**src/rtl/core/vtpl_pkg.sv**
```systemverilog
// Shared types and constants for the volume table path lookup block.
`timescale 1ns / 1ps
package vtpl_pkg;
    localparam int TableEntries = 64;
    localparam int IdxW = $clog2(TableEntries);
    localparam int CntW = $clog2(TableEntries + 1);
    localparam logic [CntW-1:0] FullCount = CntW'(TableEntries);
    localparam logic [IdxW-1:0] LastPos = IdxW'(TableEntries - 1);

    localparam logic [1:0] ET_RAW = 2'd0;
    localparam logic [1:0] ET_MBR = 2'd1;
    localparam logic [1:0] ET_GPT = 2'd2;
    localparam logic [1:0] ET_NET = 2'd3;

    localparam logic [2:0] DS_INVALID  = 3'd0;
    localparam logic [2:0] DS_NET      = 3'd1;
    localparam logic [2:0] DS_ORIGIN   = 3'd2;
    localparam logic [2:0] DS_HD       = 3'd3;
    localparam logic [2:0] DS_CD       = 3'd4;
    localparam logic [2:0] DS_GUID     = 3'd5;
    localparam logic [2:0] DS_ANY      = 3'd6;
    localparam logic [2:0] DS_RESERVED = 3'd7;

    localparam logic [2:0] PS_INVALID = 3'd0;
    localparam logic [2:0] PS_ORIGIN  = 3'd1;
    localparam logic [2:0] PS_RAW     = 3'd2;
    localparam logic [2:0] PS_INDEX   = 3'd3;
    localparam logic [2:0] PS_GUID    = 3'd4;

    localparam logic [2:0] ST_MISS   = 3'd0;
    localparam logic [2:0] ST_HIT    = 3'd1;
    localparam logic [2:0] ST_ORIGIN = 3'd2;
    localparam logic [2:0] ST_ADDED  = 3'd3;
    localparam logic [2:0] ST_FULL   = 3'd4;
    localparam logic [2:0] ST_NETREF = 3'd5;

    localparam logic [0:0] CFG_ORIGIN_NUM  = 1'd0;
    localparam logic [0:0] CFG_ORIGIN_KIND = 1'd1;

    typedef struct packed {
        logic [1:0]   vol_type;
        logic         media_kind;
        logic [7:0]   disk_number;
        logic [7:0]   partition_number;
        logic [127:0] dsk_guid;
        logic [127:0] part_guid;
    } t_entry;

    typedef struct packed {
        logic         by_index;
        logic         by_guid;
        logic         by_pidx;
        logic         raw;
        logic [7:0]   want_disk;
        logic         want_kind;
        logic [7:0]   want_part;
        logic [127:0] dsk_guid;
        logic [127:0] part_guid;
    } t_query;

    typedef struct packed {
        logic            func;
        logic [1:0]      vol_type;
        logic            media_kind;
        logic [2:0]      disk_selector;
        logic [2:0]      partition_selector;
        logic [7:0]      disk_number;
        logic [7:0]      partition_number;
        logic [63:0]     disk_guid_high;
        logic [63:0]     disk_guid_low;
        logic [63:0]     part_guid_high;
        logic [63:0]     part_guid_low;
    } t_in;

    typedef struct packed {
        logic [2:0] status;
        logic [5:0] entry_index;
    } t_out;
endpackage

```
**src/rtl/core/vtpl_cell.sv**
```systemverilog
// One table cell: holds an entry, matches the passing query, shifts entries on add and on scan rotation.
`timescale 1ns / 1ps
module vtpl_cell (
    input  logic                   i_clk,
    input  logic                   i_load,
    input  vtpl_pkg::t_entry       i_entry,
    input  vtpl_pkg::t_query       i_query,
    output vtpl_pkg::t_entry       o_entry,
    output logic                   o_match
);
    vtpl_pkg::t_entry r_entry;
    logic             n_match;

    always_ff @(posedge i_clk) begin
        if (i_load) begin
            r_entry <= i_entry;
        end
    end

    always_comb begin
        n_match = (r_entry.vol_type != vtpl_pkg::ET_NET);
        if (i_query.by_index) begin
            if (r_entry.disk_number != i_query.want_disk ||
                r_entry.media_kind != i_query.want_kind) begin
                n_match = 1'b0;
            end
        end else if (i_query.by_guid) begin
            if (r_entry.dsk_guid != i_query.dsk_guid) begin
                n_match = 1'b0;
            end
        end
        if (i_query.raw) begin
            if (r_entry.vol_type != vtpl_pkg::ET_RAW) begin
                n_match = 1'b0;
            end
        end else begin
            if (r_entry.vol_type == vtpl_pkg::ET_RAW) begin
                n_match = 1'b0;
            end
            if (i_query.by_pidx) begin
                if (r_entry.partition_number != i_query.want_part) begin
                    n_match = 1'b0;
                end
            end else if (r_entry.part_guid != i_query.part_guid) begin
                n_match = 1'b0;
            end
        end
    end

    assign o_entry = r_entry;
    assign o_match = n_match;
endmodule

```
**config.mk**
```make
export PLATFORM = sky130hd
export DESIGN_NAME = vtpl_cell
export DESIGN_NICKNAME = d
export VERILOG_FILES = /design/src/rtl/core/vtpl_pkg.sv /design/src/rtl/core/vtpl_cell.sv
export SDC_FILE = /design/constraint.sdc
export NUM_CORES = 1
export LEC_CHECK = 0
export BUFFER_PORTS_ARGS = -buffer_cell sky130_fd_sc_hd__buf_4
export CAP_MARGIN = 20
export CELL_PAD_IN_SITES_DETAIL_PLACEMENT = 0
export CELL_PAD_IN_SITES_GLOBAL_PLACEMENT = 2
export CORE_AREA = 3 3 321 323
export CTS_BUF_LIST = sky130_fd_sc_hd__clkbuf_16
export DETAILED_ROUTE_END_ITERATION = 10
export DIE_AREA = 0 0 324 326
export GPL_ROUTABILITY_DRIVEN = 0
export GPL_TIMING_DRIVEN = 0
export PLACE_DENSITY_LB_ADDON = 0.2
export SETUP_SLACK_MARGIN = 0.5
export SYNTH_ARGS = -nofsm -noshare
export SYNTH_HDL_FRONTEND = slang
export SYNTH_SLANG_ARGS = --single-unit
```
**constraint.sdc**
```tcl
create_clock -name i_clk -period 3.6 [get_ports i_clk]
set_input_delay 1.08 -clock i_clk [delete_from_list [all_inputs] [get_ports i_clk]]
set_output_delay 1.08 -clock i_clk [all_outputs]
set_load 0.02 [all_outputs]
```
# Yosys cells after proc, flatten, opt, wreduce, memory -nomap -nowiden
# Cells that the tools add are included.
# word_totals
ff_bits,275
memories,0
inputBits,554
mem_bits_rw,0
output_inout_bits,276
latchBits,0
mem_bits_ro,0
# op_classes
bitwise_logic,0
n_div,0
n_lt_le_gt_ge,0
mux,10
mul,0
eq_ne,6
n_reduce_logical,3
shifts,0
n_addsub,0
# ops
operator,n
!= test 128 bit,2
!= test 8 bit,2
two-way mux 1 bit,10
zero test 2 bit,1
!= test 2 bit (second input constant),1
nonzero test 2 bit,1
logical OR 1 bit,1
!= test 1 bit,1

# Logic depth before layout (Yosys ltp)
# logic_depth
depth_word,8
ltp_mapped,7

# Least setup slack after synthesis
# Ideal clock, no wire load.
# synth_timing
path_type,in2out
from,input port i_query[101] (netlist bit)
to,output port o_match
slack_ns,-0.305
arrival_ns,2.825
stages,7
cell_sequence,nor2b_1 > a2111o_1 > a2111oi_2 > nand4_1 > nor3_1 > a211oi_1 > a2111oi_2
# synth_via
elab_chain_len,4
# synth_lines
item,line,rtl
from (decl),vtpl_cell.sv:7,"input vtpl_pkg::t_query i_query,"
!= test 128 bit,vtpl_cell.sv:44,end else if (r_entry.part_guid != i_query.part_guid) begin
two-way mux 1 bit,vtpl_cell.sv:44,
two-way mux 1 bit,vtpl_cell.sv:40,if (i_query.by_pidx) begin
two-way mux 1 bit,vtpl_cell.sv:32,if (i_query.raw) begin
to (decl),vtpl_cell.sv:9,output logic o_match
# No other way between the ends.

# Worst setup path after layout
# layout_timing
from,input port i_query[181] (netlist bit)
to,output port o_match
# layout_via
elab_chain_len,8
elab_cells_between_ends,10
cone_classes,eq/ne: 1; mux: 9
# layout_lines
item,line,rtl
!= test 128 bit (*),vtpl_cell.sv:28,if (r_entry.dsk_guid != i_query.dsk_guid) begin
two-way mux 1 bit (*),vtpl_cell.sv:28,
two-way mux 1 bit (*),vtpl_cell.sv:27,end else if (i_query.by_guid) begin
two-way mux 1 bit (*),vtpl_cell.sv:22,if (i_query.by_index) begin
two-way mux 1 bit,vtpl_cell.sv:37,if (r_entry.vol_type == vtpl_pkg::ET_RAW) begin
"two-way mux 1 bit, on equally long branches","vtpl_cell.sv:44, vtpl_cell.sv:41",
two-way mux 1 bit,vtpl_cell.sv:40,
two-way mux 1 bit (*),vtpl_cell.sv:32,
# Every way passes the cells marked *; elsewhere a longest branch is shown, timed or not.

==> metrics <==
nets=around 2.2k; antenna violations before repair=9; Initial Utilization=11.5%; Worst Tran Pin Value=a little under 800 ps; Seq. cell area=around 8300 µm²; GRT Util Overall=11.8%; fin util=20.9%; Simple-Gate Fraction of Synth Area=6.15%; cell taking the most area after synthesis=edfxtp_1; vias in the first global route=10.7k; # setup viols final=1; Mapped Cells=721; EDFF count, synth=between 200 and 300; fillers=10.9k; Max Slew Vio Count=0; Int Pwr=6860 µW; Data arrival, critical path=approximately 3200 ps; Comb pwr share=about a fifth; Clock transition at path regs=roughly 60 ps; min-delay worst type=in2reg; TritonCTS clock tree=done; Psw=2660 µW; GR met1 Demand/Resource=11.5%; post-DP HPWL=roughly 55000 µm; Die H=326 µm; Sw Ratio=27.9%; RSZ-0062 raised after global routing=yes; top_reg_cell synth=edfxtp_1; #FFs+latches synth=275; Adder-Cell Fraction of Synth Area=0%; Crit. End Element=primary output; met3 Use GR=4.65%; post-synthesis mux area share=0%; Worst slew margin=a little under half; CTS Buf Count=40; Post-synth ARST share=0%; Min-Delay Path Depth=1; antenna viol nets, final=0; CP required=2520 ps; die area=106000 µm²; IO buf count=829; Die Wd=roughly 320 µm; WL/cell=about 22 µm; commonest cells after routing, fill and taps aside=826 x buf_4, 275 x edfxtp_1, 114 x xnor2_1, 83 x xor2_1, 72 x inv_1; setup slack after layout=-694 ps; Root Driver=clkbuf_16; Initial DRT Pass Iterations=4; DRC=0; area of the multi-input gates=between 3000 and 4000 µm²; Tmin final=4290 ps; share of layout cells above drive strength 1=56.5%; Worst setup SP type=primary input; fmax=around 230 MHz; WHS Endpoint=o_entry[73]; Synth Area per Inst=16.0 µm²; leakage=about 0.0086 µW; largest net degree at the start of global routing=about 110; IO Count=a little over 800; busiest grt layer=met2; drt via density=between 3 and 4; row cnt=about 120; Sequential Power Share=42.5%; synth top area cells=edfxtp_1 72%, xnor2_1 9.6%, xor2_1 6.3%; sequential-to-total area share from yosys stat=71.7%; htree depth=2; synthesis-to-layout area growth=82.1%; Max-Cap Viols=0; Synth Net Count=approximately 1.3k; CTS Hold Bufs=0; synth unique cells=26; worst-path cell chain=buf_4 -> xnor2_2 -> nand4_1 -> nor4_4 -> nand4_1 -> nor4_1 -> nor3b_1 -> a2111oi_4 -> buf_4; met2 Resource Use GR=22.5%; hold_sp=i_entry[73]; Syn. warnings=0; XOR/XNOR Fraction of Synth Area=15.9%; crit share post-route=119%; Critical Path Max Stage Delay=380 ps; maximum vdd ir drop=~0.33 mV; post-synthesis compound-gate area fraction=around 4.3%; overall power=9530 µW; worst-case clock buffer depth=3; final wirelength=65400 µm; Fin. Hold Viols=0; main combinational cell family by area after synthesis=XOR/XNOR gates; CP Max Fanout=1; cell area after synthesis=11500 µm²; Core ar.=100000 µm²; First DRT Iteration DRCs=roughly 320; top cell type's share of synthesized area=71.7%; Crit-path slowest cell=nor4_4; max FFs per register=275; leading cell type in the layout, fill and taps excluded=buf_4; pwr/cell area=454 nW/µm²; failing checks=negative setup slack; first-pass GRT wire length=about 86000 µm; routed vias=9551; kind of critical path=in2out; total gr overflow=0; clk sinks=275; status=finished, violations left; Clock Power Share=38.4%
-- synth_stat cells, drive strengths merged (4+ instances only) --
cell	n
nand2b	15
inv	60
xnor2	126
a22o	10
a2111oi	10
o2111ai	5
o2bb2ai	6
nor4	35
xor2	83
o22ai	20
nor2	4
nand4	41
edfxtp	275
nor2b	14
-- critical path: cells and delay by family --
family / cells / cell delay [ps]
simple gates: 5 / 1300
buf+inv: 2 / 320
compound gates: 1 / 270
xor+xnor: 1 / 240
-- cells by family after synthesis --
| group | count (synthesis) |
|---|---|
| and+or+nand+nor | 116 |
| buffers and inverters | 60 |
| AOI/OAI and AO/OA | 61 |
| xor gates and xnor gates | 209 |
| DFF | 275 |
-- area by class of cell --
class	instances	share of cell area, %
Multi-Input combinational cell	386	16.1
Clock inverter	27	0.710
Sequential cell	275	39.4
Clock buffer	41	4.89
Inverter	60	1.07
Tap cell	1298	7.74
Timing Repair Buffer	833	30.1
Antenna cell	3	0.0358
-- how the worst max path moves through the flow --
stage	startpoint	endpoint	slack (ps)
after CTS	i_query[85]	o_match	-770
after detailed placement	i_query[184]	o_match	-1320
after global routing	i_query[46]	o_match	-820
final	i_query[181]	o_match	-690
after floorplan	i_query[85]	o_match	50
after global placement	i_query[120]	o_match	-1960
-- power by group through the flow --
stage / logic (µW) / clock network [µW] / registers [µW]
floorplan: 327 / 0 / 4360
global placement: 1810 / 0 / 4130
detailed placement: 1810 / 0 / 4120
CTS: 1860 / 3880 / 4060
global route: 1940 / 3990 / 4080
finish: 1820 / 3660 / 4050
-- layer usage --
layer,vias to the layer above,wire length [µm]
li1,4478,-
met1,4516,22000
met2,485,35500
met3,68,6250
met4,4,1590
met5,-,27
-- timing repair --
item                                   CTS  global route
pin swaps                               14             2
setup buffers                            1             0
setup endpoints to repair                1             1
gates resized for setup                 41             6
endpoints found under the hold margin    0             0
-- stage by stage --
step           setup slack [ps]  hold slack [ps]  instance area (µm²)  setup TNS (ps)  instances
5_1_grt                    -818              614                21000            -818       2921
3_5_place_dp              -1320             1260                19500           -1320       2851
6_report                   -694              678                21000            -694       2923
3_3_place_gp              -1960             1260                19400         -272520       2848
2_1_floorplan              46.0             1180                11600               0        721
4_1_cts                    -771              595                20900            -771       2920
(Power assumes the default switching activity.)
